### config.mk
export PLATFORM = sky130hd
export DESIGN_NAME = hysteresis_breach_alert_engine_unit_flat
export DESIGN_NICKNAME = d
export VERILOG_FILES = /design/src/rtl/hbae_pkg.sv /design/src/rtl/hbae_if.sv /design/src/rtl/hbae_ctrl.sv /design/src/rtl/hbae_dp.sv /design/src/rtl/hysteresis_breach_alert_engine_unit.sv /design/src/flat_wrapper.sv
export SDC_FILE = /design/constraint.sdc
export NUM_CORES = 2
export LEC_CHECK = 0
export BUFFER_PORTS_ARGS = -buffer_cell sky130_fd_sc_hd__clkbuf_2
export CAP_MARGIN = 40
export CORE_ASPECT_RATIO = 0.9
export CORE_UTILIZATION = 40
export DETAILED_ROUTE_END_ITERATION = 10
export PLACE_DENSITY = 0.62
export SYNTH_ARGS = -nofsm -noshare
export SYNTH_HDL_FRONTEND = slang
export SYNTH_SLANG_ARGS = --single-unit
### constraint.sdc
create_clock -name clk -period 17 [get_ports clk]
set_clock_uncertainty 0.2 [all_clocks]
set_input_delay 2.55 -clock clk [delete_from_list [all_inputs] [get_ports clk]]
set_output_delay 2.55 -clock clk [all_outputs]
set_load 0.02 [all_outputs]
### src/rtl/hbae_pkg.sv
`timescale 1ns / 1ps

package hbae_pkg;

  // Array sizes
  localparam int NUM_KINDS    = 3;
  localparam int NUM_CHANNELS = 4;
  localparam int QUEUE_DEPTH  = 8;

  // Field widths
  localparam int CMD_W  = 2;
  localparam int KIND_W = 2;
  localparam int CHAN_W = 3;
  localparam int VAL_W  = 32;
  localparam int TIME_W = 48;
  localparam int RPT_W  = 11;
  localparam int MASK_W = 3;
  localparam int POP_KIND_W = 2;
  localparam int POP_CHAN_W = 2;

  // Derived index widths
  localparam int FLAT_N  = NUM_KINDS * NUM_CHANNELS;
  localparam int FIDX_W  = (FLAT_N > 1) ? $clog2(FLAT_N) : 1;
  localparam int KIDX_W  = (NUM_KINDS > 1) ? $clog2(NUM_KINDS) : 1;
  localparam int QIDX_W  = (QUEUE_DEPTH > 1) ? $clog2(QUEUE_DEPTH) : 1;
  localparam int QCNT_W  = $clog2(QUEUE_DEPTH + 1);
  localparam int QSUM_W  = QIDX_W + 1;

  // Arithmetic constants
  localparam int SAFETY_KIND   = 2;
  localparam int COOLDOWN_MS   = 30000;
  localparam int MS_PER_MINUTE = 60000;
  localparam int LOW_FACTOR    = 62259;
  localparam int RPTMS_W       = 27;
  localparam int PROD_W        = 48;

  // Configuration port
  localparam int CFG_IDX_W  = 2;
  localparam int CFG_DATA_W = 11;

  typedef enum logic [CMD_W-1:0] {
    CMD_SAMPLE = 2'd0,
    CMD_SAFETY = 2'd1,
    CMD_POP    = 2'd2,
    CMD_NOP    = 2'd3
  } cmd_code_t;

  typedef enum logic [CFG_IDX_W-1:0] {
    REG_REPEAT_MINUTES  = 2'd0,
    REG_FLASH_ENABLE    = 2'd1,
    REG_VOICE_ENABLE    = 2'd2,
    REG_VOICE_TYPE_MASK = 2'd3
  } cfg_reg_t;

  typedef struct packed {
    logic capture;
    logic stage;
    logic commit;
  } ctrl_cmd_t;

  typedef struct packed {
    logic [POP_KIND_W-1:0] kind;
    logic [POP_CHAN_W-1:0] chan;
    logic [VAL_W-1:0]      value;
  } pend_entry_t;

  typedef struct packed {
    logic                  announce;
    logic                  breached_now;
    logic                  flash_queued;
    logic                  flash_dropped;
    logic                  pop_valid;
    logic [POP_KIND_W-1:0] pop_kind;
    logic [POP_CHAN_W-1:0] pop_channel;
    logic [VAL_W-1:0]      pop_value;
  } result_t;

endpackage

### src/rtl/hbae_if.sv
`timescale 1ns / 1ps

interface hbae_in_if;
  logic                           valid;
  logic                           ready;
  logic [hbae_pkg::CMD_W-1:0]     command;
  logic [hbae_pkg::KIND_W-1:0]    alert_kind;
  logic [hbae_pkg::CHAN_W-1:0]    channel;
  logic [hbae_pkg::VAL_W-1:0]     sample_value;
  logic [hbae_pkg::VAL_W-1:0]     limit;
  logic                           is_safe;
  logic [hbae_pkg::TIME_W-1:0]    time_ms;

  modport source (output valid, command, alert_kind, channel, sample_value, limit,
                  is_safe, time_ms, input ready);
  modport sink (input valid, command, alert_kind, channel, sample_value, limit,
                is_safe, time_ms, output ready);
endinterface

interface hbae_out_if;
  logic                            valid;
  logic                            ready;
  logic                            announce;
  logic                            breached_now;
  logic                            flash_queued;
  logic                            flash_dropped;
  logic                            pop_valid;
  logic [hbae_pkg::POP_KIND_W-1:0] pop_kind;
  logic [hbae_pkg::POP_CHAN_W-1:0] pop_channel;
  logic [hbae_pkg::VAL_W-1:0]      pop_value;

  modport source (output valid, announce, breached_now, flash_queued, flash_dropped,
                  pop_valid, pop_kind, pop_channel, pop_value, input ready);
  modport sink (input valid, announce, breached_now, flash_queued, flash_dropped,
                pop_valid, pop_kind, pop_channel, pop_value, output ready);
endinterface

### src/rtl/hbae_ctrl.sv
`timescale 1ns / 1ps

module hbae_ctrl (
  input  logic                   clk,
  input  logic                   rst,
  input  logic                   in_valid,
  output logic                   in_ready,
  output logic                   out_valid,
  input  logic                   out_ready,
  output hbae_pkg::ctrl_cmd_t    cmd
);

  typedef enum logic [1:0] {
    ST_IDLE,
    ST_LOAD,
    ST_EVAL
  } state_t;

  state_t state;
  logic   commit_ok;

  assign in_ready    = (state == ST_IDLE);
  // Commit only when the output register is free or is emptied this cycle
  assign commit_ok   = (state == ST_EVAL) && (!out_valid || out_ready);
  assign cmd.capture = in_valid && in_ready;
  assign cmd.stage   = (state == ST_LOAD);
  assign cmd.commit  = commit_ok;

  always_ff @(posedge clk) begin
    if (rst) begin
      state     <= ST_IDLE;
      out_valid <= 1'b0;
    end else begin
      if (commit_ok) begin
        out_valid <= 1'b1;
      end else if (out_ready) begin
        out_valid <= 1'b0;
      end
      unique case (state)
        ST_IDLE: begin
          if (in_valid) state <= ST_LOAD;
        end
        ST_LOAD: begin
          state <= ST_EVAL;
        end
        ST_EVAL: begin
          if (commit_ok) state <= ST_IDLE;
        end
        default: begin
          state <= ST_IDLE;
        end
      endcase
    end
  end

endmodule

### src/rtl/hbae_dp.sv
`timescale 1ns / 1ps

module hbae_dp (
  input  logic                               clk,
  input  logic                               rst,
  input  hbae_pkg::ctrl_cmd_t                cmd,
  input  logic [hbae_pkg::CMD_W-1:0]         in_command,
  input  logic [hbae_pkg::KIND_W-1:0]        in_kind,
  input  logic [hbae_pkg::CHAN_W-1:0]        in_chan,
  input  logic [hbae_pkg::VAL_W-1:0]         in_value,
  input  logic [hbae_pkg::VAL_W-1:0]         in_limit,
  input  logic                               in_safe,
  input  logic [hbae_pkg::TIME_W-1:0]        in_time,
  input  logic                               cfg_we,
  input  logic [hbae_pkg::CFG_IDX_W-1:0]     cfg_index,
  input  logic [hbae_pkg::CFG_DATA_W-1:0]    cfg_data,
  output hbae_pkg::result_t                  result
);

  localparam int TIME_W = hbae_pkg::TIME_W;
  localparam int VAL_W  = hbae_pkg::VAL_W;

  // Configuration
  logic [hbae_pkg::RPT_W-1:0]   repeat_min;
  logic                         flash_en;
  logic                         voice_en;
  logic [hbae_pkg::MASK_W-1:0]  voice_mask;
  logic [hbae_pkg::RPTMS_W-1:0] rep_ms;

  // Per-channel and per-kind state
  logic [hbae_pkg::FLAT_N-1:0]  breach_flag;
  logic [TIME_W-1:0]            ann_time [hbae_pkg::FLAT_N];
  logic [VAL_W-1:0]             ann_value [hbae_pkg::FLAT_N];
  logic [TIME_W-1:0]            flash_time [hbae_pkg::NUM_KINDS];

  // Pending flash queue
  hbae_pkg::pend_entry_t        pend_mem [hbae_pkg::QUEUE_DEPTH];
  hbae_pkg::pend_entry_t        pend_rd;
  logic [hbae_pkg::QIDX_W-1:0]  head;
  logic [hbae_pkg::QCNT_W-1:0]  count;

  // Captured word
  hbae_pkg::cmd_code_t          cmd_q;
  logic [hbae_pkg::KIND_W-1:0]  kind_q;
  logic [hbae_pkg::FIDX_W-1:0]  idx_q;
  logic [hbae_pkg::KIDX_W-1:0]  kidx_q;
  logic [VAL_W-1:0]             val_q;
  logic [VAL_W-1:0]             lim_q;
  logic                         safe_q;
  logic [TIME_W-1:0]            t_q;
  logic                         rng_q;
  logic                         zero_q;

  // Staged reads
  logic [VAL_W-1:0]             low_q;
  logic                         flag_q;
  logic [VAL_W-1:0]             ann_val_q;
  logic [TIME_W-1:0]            el_ann_q;
  logic [TIME_W-1:0]            el_fl_q;

  // Capture decode
  logic [hbae_pkg::KIND_W-1:0]  kind_eff;
  logic                         cap_rng;
  logic                         cap_safety;
  logic [hbae_pkg::PROD_W-1:0]  low_prod;

  // Evaluation
  logic samp, safety, live, above, below, set_e, clr_e;
  logic enter, rep_due, speak, flag_new, flash_try, full, enq, drop, pop_ok;
  logic [hbae_pkg::MASK_W-1:0]  mask_sh;
  logic [hbae_pkg::QSUM_W-1:0]  tail_sum;
  logic [hbae_pkg::QIDX_W-1:0]  tail;
  logic [hbae_pkg::QIDX_W-1:0]  head_next;
  hbae_pkg::result_t            res_next;

  // Recover the channel of a flat index, masked to the stored width
  function automatic logic [hbae_pkg::POP_CHAN_W-1:0] idx_chan(
      input logic [hbae_pkg::FIDX_W-1:0] idx);
    return hbae_pkg::POP_CHAN_W'(int'(idx) % hbae_pkg::NUM_CHANNELS);
  endfunction

  assign cap_safety = (hbae_pkg::cmd_code_t'(in_command) == hbae_pkg::CMD_SAFETY);
  assign kind_eff   = cap_safety ? hbae_pkg::KIND_W'(hbae_pkg::SAFETY_KIND) : in_kind;
  assign cap_rng    = (int'(kind_eff) < hbae_pkg::NUM_KINDS) &&
                      (int'(in_chan) < hbae_pkg::NUM_CHANNELS);

  assign low_prod = hbae_pkg::PROD_W'(lim_q) * hbae_pkg::PROD_W'(hbae_pkg::LOW_FACTOR);

  // Capture the word
  always_ff @(posedge clk) begin
    if (cmd.capture) begin
      cmd_q  <= hbae_pkg::cmd_code_t'(in_command);
      kind_q <= kind_eff;
      idx_q  <= cap_rng ? hbae_pkg::FIDX_W'(int'(kind_eff) * hbae_pkg::NUM_CHANNELS +
                                            int'(in_chan)) : '0;
      kidx_q <= cap_rng ? hbae_pkg::KIDX_W'(kind_eff) : '0;
      val_q  <= cap_safety ? '0 : in_value;
      lim_q  <= in_limit;
      safe_q <= in_safe;
      t_q    <= in_time;
      rng_q  <= cap_rng;
      zero_q <= (in_value == '0) || (in_limit == '0);
    end
  end

  // Stage: low threshold, state reads, elapsed times
  always_ff @(posedge clk) begin
    rep_ms <= hbae_pkg::RPTMS_W'(int'(repeat_min) * hbae_pkg::MS_PER_MINUTE);
    pend_rd <= pend_mem[head];
    if (cmd.stage) begin
      low_q     <= low_prod[hbae_pkg::PROD_W-1:16];
      flag_q    <= breach_flag[idx_q];
      ann_val_q <= ann_value[idx_q];
      el_ann_q  <= t_q - ann_time[idx_q];
      el_fl_q   <= t_q - flash_time[kidx_q];
    end
  end

  // Evaluate
  always_comb begin
    samp   = (cmd_q == hbae_pkg::CMD_SAMPLE);
    safety = (cmd_q == hbae_pkg::CMD_SAFETY);
    live   = rng_q && ((samp && !zero_q) || safety);
    above  = val_q > lim_q;
    below  = val_q < low_q;
    set_e  = samp ? above : !safe_q;
    clr_e  = samp ? (!above && below) : safe_q;
    enter  = set_e && !flag_q;
    rep_due = flag_q && (rep_ms != '0) && (el_ann_q >= TIME_W'(rep_ms)) &&
              (!samp || (val_q != ann_val_q));
    speak  = live && !clr_e && (enter || rep_due);
    flag_new = flag_q;
    if (live) begin
      if (clr_e) flag_new = 1'b0;
      else if (enter) flag_new = 1'b1;
    end
    flash_try = live && flag_new && flash_en &&
                (el_fl_q >= TIME_W'(hbae_pkg::COOLDOWN_MS));
    full   = (count == hbae_pkg::QCNT_W'(hbae_pkg::QUEUE_DEPTH));
    enq    = flash_try && !full;
    drop   = flash_try && full;
    pop_ok = (cmd_q == hbae_pkg::CMD_POP) && (count != '0);

    tail_sum = {1'b0, head} + hbae_pkg::QSUM_W'(count);
    if (tail_sum >= hbae_pkg::QSUM_W'(hbae_pkg::QUEUE_DEPTH)) begin
      tail_sum = tail_sum - hbae_pkg::QSUM_W'(hbae_pkg::QUEUE_DEPTH);
    end
    tail = tail_sum[hbae_pkg::QIDX_W-1:0];
    head_next = (head == hbae_pkg::QIDX_W'(hbae_pkg::QUEUE_DEPTH - 1)) ?
                '0 : head + 1'b1;

    mask_sh = voice_mask >> kind_q;

    res_next               = '0;
    res_next.announce      = speak && voice_en && mask_sh[0];
    res_next.breached_now  = rng_q && (samp || safety) && flag_new;
    res_next.flash_queued  = enq;
    res_next.flash_dropped = drop;
    if (pop_ok) begin
      res_next.pop_valid   = 1'b1;
      res_next.pop_kind    = pend_rd.kind;
      res_next.pop_channel = pend_rd.chan;
      res_next.pop_value   = pend_rd.value;
    end
  end

  // Payload state: announcement history, queue storage, output word
  always_ff @(posedge clk) begin
    if (cmd.commit) begin
      result <= res_next;
      if (speak) begin
        ann_time[idx_q]  <= t_q;
        ann_value[idx_q] <= val_q;
      end
      if (enq) begin
        pend_mem[tail] <= '{kind: kind_q, chan: idx_chan(idx_q), value: val_q};
      end
    end
  end

  // Control state: config, flags, cooldowns, queue pointers
  always_ff @(posedge clk) begin
    if (rst) begin
      repeat_min  <= '0;
      flash_en    <= 1'b1;
      voice_en    <= 1'b0;
      voice_mask  <= '1;
      breach_flag <= '0;
      for (int k = 0; k < hbae_pkg::NUM_KINDS; k++) begin
        flash_time[k] <= '0;
      end
      head  <= '0;
      count <= '0;
    end else begin
      if (cfg_we) begin
        unique case (hbae_pkg::cfg_reg_t'(cfg_index))
          hbae_pkg::REG_REPEAT_MINUTES:  repeat_min <= cfg_data;
          hbae_pkg::REG_FLASH_ENABLE:    flash_en   <= cfg_data[0];
          hbae_pkg::REG_VOICE_ENABLE:    voice_en   <= cfg_data[0];
          hbae_pkg::REG_VOICE_TYPE_MASK: voice_mask <= cfg_data[hbae_pkg::MASK_W-1:0];
        endcase
      end
      if (cmd.commit) begin
        if (live) breach_flag[idx_q] <= flag_new;
        if (flash_try) flash_time[kidx_q] <= t_q;
        if (enq && !pop_ok) count <= count + 1'b1;
        if (pop_ok) begin
          head  <= head_next;
          count <= count - 1'b1;
        end
      end
    end
  end

endmodule

### src/rtl/hysteresis_breach_alert_engine_unit.sv
// Hysteresis breach alert engine: one result word per accepted command word.
// The three-step controller sequence: capture at the accepting edge, stage of the
// threshold multiply and state reads, then evaluate and commit.
// A new word is accepted only after the previous one has committed; the commit
// step holds while the output register still waits to be taken.
// Reset (rst, synchronous, active high) clears breach flags, flash cooldowns,
// the pending queue pointers and loads the register defaults; no clearing pass.
`timescale 1ns / 1ps

module hysteresis_breach_alert_engine_unit (
  input  logic                            clk,
  input  logic                            rst,
  hbae_in_if.sink                         in_ch,
  hbae_out_if.source                      out_ch,
  input  logic                            cfg_we,
  input  logic [hbae_pkg::CFG_IDX_W-1:0]  cfg_index,
  input  logic [hbae_pkg::CFG_DATA_W-1:0] cfg_data
);

  hbae_pkg::ctrl_cmd_t cmd;
  hbae_pkg::result_t   result;
  logic                in_ready;
  logic                out_valid;

  // Controller: sequences capture, stage and commit, and owns the output valid.
  // A new word is taken while a finished result still waits in the output register;
  // the commit step holds until that register is free.
  hbae_ctrl u_ctrl (
    .clk       (clk),
    .rst       (rst),
    .in_valid  (in_ch.valid),
    .in_ready  (in_ready),
    .out_valid (out_valid),
    .out_ready (out_ch.ready),
    .cmd       (cmd)
  );

  // Datapath: breach flags, announcement history, per-kind cooldowns,
  // the pending flash queue and the registered result word.
  hbae_dp u_dp (
    .clk        (clk),
    .rst        (rst),
    .cmd        (cmd),
    .in_command (in_ch.command),
    .in_kind    (in_ch.alert_kind),
    .in_chan    (in_ch.channel),
    .in_value   (in_ch.sample_value),
    .in_limit   (in_ch.limit),
    .in_safe    (in_ch.is_safe),
    .in_time    (in_ch.time_ms),
    .cfg_we     (cfg_we),
    .cfg_index  (cfg_index),
    .cfg_data   (cfg_data),
    .result     (result)
  );

  assign in_ch.ready          = in_ready;
  assign out_ch.valid         = out_valid;
  assign out_ch.announce      = result.announce;
  assign out_ch.breached_now  = result.breached_now;
  assign out_ch.flash_queued  = result.flash_queued;
  assign out_ch.flash_dropped = result.flash_dropped;
  assign out_ch.pop_valid     = result.pop_valid;
  assign out_ch.pop_kind      = result.pop_kind;
  assign out_ch.pop_channel   = result.pop_channel;
  assign out_ch.pop_value     = result.pop_value;

endmodule

### src/flat_wrapper.sv
// flat-port wrapper written by rule: the top's interface ports become plain ports
module hysteresis_breach_alert_engine_unit_flat 
  (clk, rst, cfg_we, cfg_index, cfg_data, in_ch_valid, in_ch_command, in_ch_alert_kind, in_ch_channel, in_ch_sample_value, in_ch_limit, in_ch_is_safe, in_ch_time_ms, in_ch_ready, out_ch_valid, out_ch_announce, out_ch_breached_now, out_ch_flash_queued, out_ch_flash_dropped, out_ch_pop_valid, out_ch_pop_kind, out_ch_pop_channel, out_ch_pop_value, out_ch_ready);
  hbae_in_if in_ch_i ();
  hbae_out_if out_ch_i ();
  input  logic clk;
  input  logic rst;
  input  logic cfg_we;
  input  logic [hbae_pkg::CFG_IDX_W-1:0] cfg_index;
  input  logic [hbae_pkg::CFG_DATA_W-1:0] cfg_data;
  input wire logic [$bits(in_ch_i.valid)-1:0] in_ch_valid;
  input wire logic [$bits(in_ch_i.command)-1:0] in_ch_command;
  input wire logic [$bits(in_ch_i.alert_kind)-1:0] in_ch_alert_kind;
  input wire logic [$bits(in_ch_i.channel)-1:0] in_ch_channel;
  input wire logic [$bits(in_ch_i.sample_value)-1:0] in_ch_sample_value;
  input wire logic [$bits(in_ch_i.limit)-1:0] in_ch_limit;
  input wire logic [$bits(in_ch_i.is_safe)-1:0] in_ch_is_safe;
  input wire logic [$bits(in_ch_i.time_ms)-1:0] in_ch_time_ms;
  output wire logic [$bits(in_ch_i.ready)-1:0] in_ch_ready;
  output wire logic [$bits(out_ch_i.valid)-1:0] out_ch_valid;
  output wire logic [$bits(out_ch_i.announce)-1:0] out_ch_announce;
  output wire logic [$bits(out_ch_i.breached_now)-1:0] out_ch_breached_now;
  output wire logic [$bits(out_ch_i.flash_queued)-1:0] out_ch_flash_queued;
  output wire logic [$bits(out_ch_i.flash_dropped)-1:0] out_ch_flash_dropped;
  output wire logic [$bits(out_ch_i.pop_valid)-1:0] out_ch_pop_valid;
  output wire logic [$bits(out_ch_i.pop_kind)-1:0] out_ch_pop_kind;
  output wire logic [$bits(out_ch_i.pop_channel)-1:0] out_ch_pop_channel;
  output wire logic [$bits(out_ch_i.pop_value)-1:0] out_ch_pop_value;
  input wire logic [$bits(out_ch_i.ready)-1:0] out_ch_ready;
  assign in_ch_i.valid = in_ch_valid;
  assign in_ch_i.command = in_ch_command;
  assign in_ch_i.alert_kind = in_ch_alert_kind;
  assign in_ch_i.channel = in_ch_channel;
  assign in_ch_i.sample_value = in_ch_sample_value;
  assign in_ch_i.limit = in_ch_limit;
  assign in_ch_i.is_safe = in_ch_is_safe;
  assign in_ch_i.time_ms = in_ch_time_ms;
  assign in_ch_ready = in_ch_i.ready;
  assign out_ch_valid = out_ch_i.valid;
  assign out_ch_announce = out_ch_i.announce;
  assign out_ch_breached_now = out_ch_i.breached_now;
  assign out_ch_flash_queued = out_ch_i.flash_queued;
  assign out_ch_flash_dropped = out_ch_i.flash_dropped;
  assign out_ch_pop_valid = out_ch_i.pop_valid;
  assign out_ch_pop_kind = out_ch_i.pop_kind;
  assign out_ch_pop_channel = out_ch_i.pop_channel;
  assign out_ch_pop_value = out_ch_i.pop_value;
  assign out_ch_i.ready = out_ch_ready;
  hysteresis_breach_alert_engine_unit u_core (.clk(clk), .rst(rst), .in_ch(in_ch_i), .out_ch(out_ch_i), .cfg_we(cfg_we), .cfg_index(cfg_index), .cfg_data(cfg_data));
endmodule
==> run_results.csv <==
group,metric,value,unit
clock_tree,cts_buffer_depth,3,
timing,rsz0062_at_grt,"false",
min_path,hold_class,"register to register",
run_status,run_status,"completed",
placed_design,dp_cells,8300,
drt,ant_nets,0,
clock_tree,clk_latency,0.86,ns
setup_path,worst-path-max-fanout,6,
drt,viasPerCell,5.319,
synth,ys_seq_elements,1865,
timing,hold_viol,0,
cells_and_area,drive_above_1_share,0.1821,
clock_tree,cts_tree,"yes",
grt,grt.total_usage,0.1932,
setup_path,worst-endpoint-arrival,7.94,ns
drt,routed.top_layer,"met5",
job,cap_violations,0,
placed_design,portBuffers,180,
drt,wl_met1,92.58,mm
synth,yosys_most_used_dff,"edfxtp_1",
timing,setup_viol_count_final,0,
synth,synthDistinctLibCells,71,
timing,relSlewSlack,0.3406,
timing,fin_crit_sh,0.4435,
pwr,ir_drop,0.0002415,V
synth,synth_nets,6128,
synth,async_reset_ff_frac,0,
synth,synth_warnings,0,
grt,grt_pass1_vias,48050,
timing,maxSlewViolCount,0,
clock_tree,cts_resized,0,
cells_and_area,layout_commonest_cell,"edfxtp_1",
pwr,p_per_area,139.8,nW/um2
timing,tns,0,ns
clock_tree,htreeDepth,4,
grt,antenna_found_initial,16,
synth,synth_edf_count,1763,
synth,yosysTopAreaCell,"edfxtp_1",
timing,fmax,132.6,MHz
setup_path,crit_top_cell,"fa_1",
synth,netlist.area_leader.share,0.6066,
clock_tree,cts.sinks,1865,
setup_path,cp.required,17.40,ns
setup_path,path_cells,"inv_1 > fa_1 > inv_1 > fa_1 > inv_1 > fa_1 > fa_1 > fa_1 > fa_1 > inv_1 > ha_1 > a21o_1 > a21o_1 > a221o_1 > a221o_1 > a2111oi_4 > nor3_1 > a311oi_2 > nor3_1 > or3_4 > o31a_1 > a21oi_2 > xnor2_1",
synth,ys_seq_area_frac,0.6300,
setup_path,crit_type,"register to register",
timing,min_period,7.539,ns
die,start_util,0.4028,
setup_path,cpPeakStageDelay,0.59,ns
setup_path,cp-end-kind,"register",
drt,drc,0,
die,pin_count,181,
synth,synth_area,87280,um2
clock_tree,post-cts-setup-buffer-count,0,
timing,worst_pin_slew,0.9890,ns
pwr,power_leakage,36.14,nW
clock_tree,cts.clk_slew.worst_paths,0.06,ns
grt,grt_overflow,0,
cells_and_area,post_layout_nonfiller_instances,8659,
setup_path,cp_num_buf_inv,4,
placed_design,dp_hpwl,135.2,mm
drt,wl,210.1,mm
drt,drtPass1Iterations,6,
setup_path,crit_family,"adder cells",
cells_and_area,synthToLayoutAreaGrowth,13.36,%
clock_tree,clock-root-buffer,"clkbuf_16",
grt,grt_max_degree,142,
die,core_area,216700,um2
synth,synth_cells,5282,
drt,num_vias,46060,
cells_and_area,final_cell_mix,"edfxtp_1, inv_1, ha_1, mux4_2, fa_1",
drt,wl_met3,12.83,mm
grt,grt_pass1_wl,312.3,mm
pwr,total_power,0.01383,W
setup_path,slowest_stage,"edfxtp_1",
cells_and_area,nets,6470,
placed_design,gp_congestion,0.8880,
drt,routedWlPerCell,24.26,um
cells_and_area,fillers,18480,
drt,drt_iter0_markers,4115,
die,dieArea,220100,um2
timing,timing.hold.ws,0.2743,ns
die,die_w,494.4,um
drt,wl_met2,98.95,mm
synth,synth_area_leaders,"edfxtp_1, mux4_2, ha_1",
die,rows,162,
setup_path,cp-start-kind,"register",
die,die_h,445.1,um
synth,synth_area_per_cell,16.52,um2
clock_tree,cts_made_buffers,192,
clock_tree,ctsHoldBuffers,0,
==> power breakdown <==
| part | total, W | switching [W] | internal, W |
|---|---|---|---|
| registers | 0.00550 | 0.000117 | 0.00538 |
| logic | 0.00412 | 0.00230 | 0.00182 |
| clock network | 0.00421 | 0.00183 | 0.00238 |
==> worst reg2reg max path, delay by kind of cell (launching register included) <==
kind / cells / cell delay (ns)
buffers and inverters: 4 / 0.36
AOI/OAI and AO/OA: 8 / 2.22
xor gates and xnor gates: 1 / 0.07
and+or+nand+nor: 3 / 0.65
DFF: 1 / 0.59
adders and majority gates: 7 / 3.26
==> area by class of cell <==
type | instances | area (um2) | area share
Clock buffer | 253 | 5195 | 0.05251
Multi-Input combinational cell | 2747 | 29950 | 0.3027
Clock inverter | 100 | 1136 | 0.01148
Antenna cell | 6 | 15.01 | 0.0001518
Tap cell | 2870 | 3591 | 0.03629
Inverter | 509 | 1916 | 0.01936
Sequential cell | 1865 | 55010 | 0.5560
Timing Repair Buffer | 309 | 2127 | 0.02150
==> kinds of logic (layout without fill, tap and decap cells) <==
| group | Yosys count | in the layout | synth area share |
|---|---|---|---|
| xor gates and xnor gates | 168 | 168 | 0.01686 |
| buffers and inverters | 670 | 1171 | 0.02882 |
| muxes | 505 | 505 | 0.1106 |
| adders and majority gates | 708 | 708 | 0.1243 |
| and+or+nand+nor | 810 | 810 | 0.04932 |
| AOI/OAI and AO/OA | 556 | 556 | 0.04017 |
| DFF | 1865 | 1865 | 0.6300 |
| other | 0 | 6 | 0 |
==> synth_stat cells (7+ instances only) <==
cell type,n
xnor2_1,126
and2_1,223
nor2b_1,26
xor2_1,42
o21a_1,24
mux2i_1,100
o21ai_1,10
nand2_1,109
nand4_1,47
fa_1,265
o21bai_1,19
nand2b_1,39
mux2_2,42
a211oi_1,15
nand3_1,36
o22ai_1,7
nor3_1,37
nor4_1,53
clkbuf_1,115
dfxtp_1,102
ha_1,443
inv_1,508
a21oi_1,201
mux4_2,363
buf_1,46
a21o_1,107
and4_1,8
and3_1,18
a31oi_1,9
o21ai_0,94
edfxtp_1,1763
nor2_1,181
or2_2,11
o31ai_1,9
==> registers in the layout, indices dropped and copies added, names as in the netlist, 3 cells and up, named ones only <==
signal,flops
u_core.u_dp.count,4
u_core.u_dp.el_fl_q,44
u_core.u_dp.rep_ms,22
u_core.u_dp.ann_time,576
u_core.u_dp.ann_val_q,32
u_core.u_dp.idx_q,4
u_core.u_dp.head,3
u_core.u_dp.ann_value,384
u_core.u_dp.repeat_min,11
u_core.u_dp.pend_rd,36
u_core.u_dp.t_q,48
u_core.u_dp.flash_time,192
u_core.u_dp.result,41
u_core.u_dp.breach_flag,12
u_core.u_dp.voice_mask,3
u_core.u_dp.val_q,32
u_core.u_dp.pend_mem,288
u_core.u_dp.el_ann_q,48
u_core.u_dp.lim_q,32
u_core.u_dp.low_q,32
==> metal layers <==
metal  vias up  global-route usage
met3       300             0.03831
met1     23870              0.2666
met4         4             0.05847
li1      20640                   -
met2      1244              0.3083
met5         -                   0
==> through the flow <==
stage	util	setup slack [ns]	area, um2
final	0.4566	9.461	98940
after global routing	0.4566	9.177	98930
after CTS	0.4565	9.440	98920
after detailed placement	0.4273	9.394	92590
after global placement	0.4257	9.451	92240
after floorplan	-	2.736	87280
==> final timing paths <==
path / slack (ns) / to / cells past startpoint / start
min reg2reg: 0.27 / u_core.u_dp.rep_ms[5] / 0 / u_core.u_dp.repeat_min[0]
min: 0.27 / u_core.u_dp.rep_ms[5] / 0 / u_core.u_dp.repeat_min[0]
max: 9.46 / u_core.u_dp.low_q[31] / 23 / u_core.u_dp.lim_q[9]
max reg2reg: 9.46 / u_core.u_dp.low_q[31] / 23 / u_core.u_dp.lim_q[9]
No activity file was read; power rests on OpenSTA's default activity.
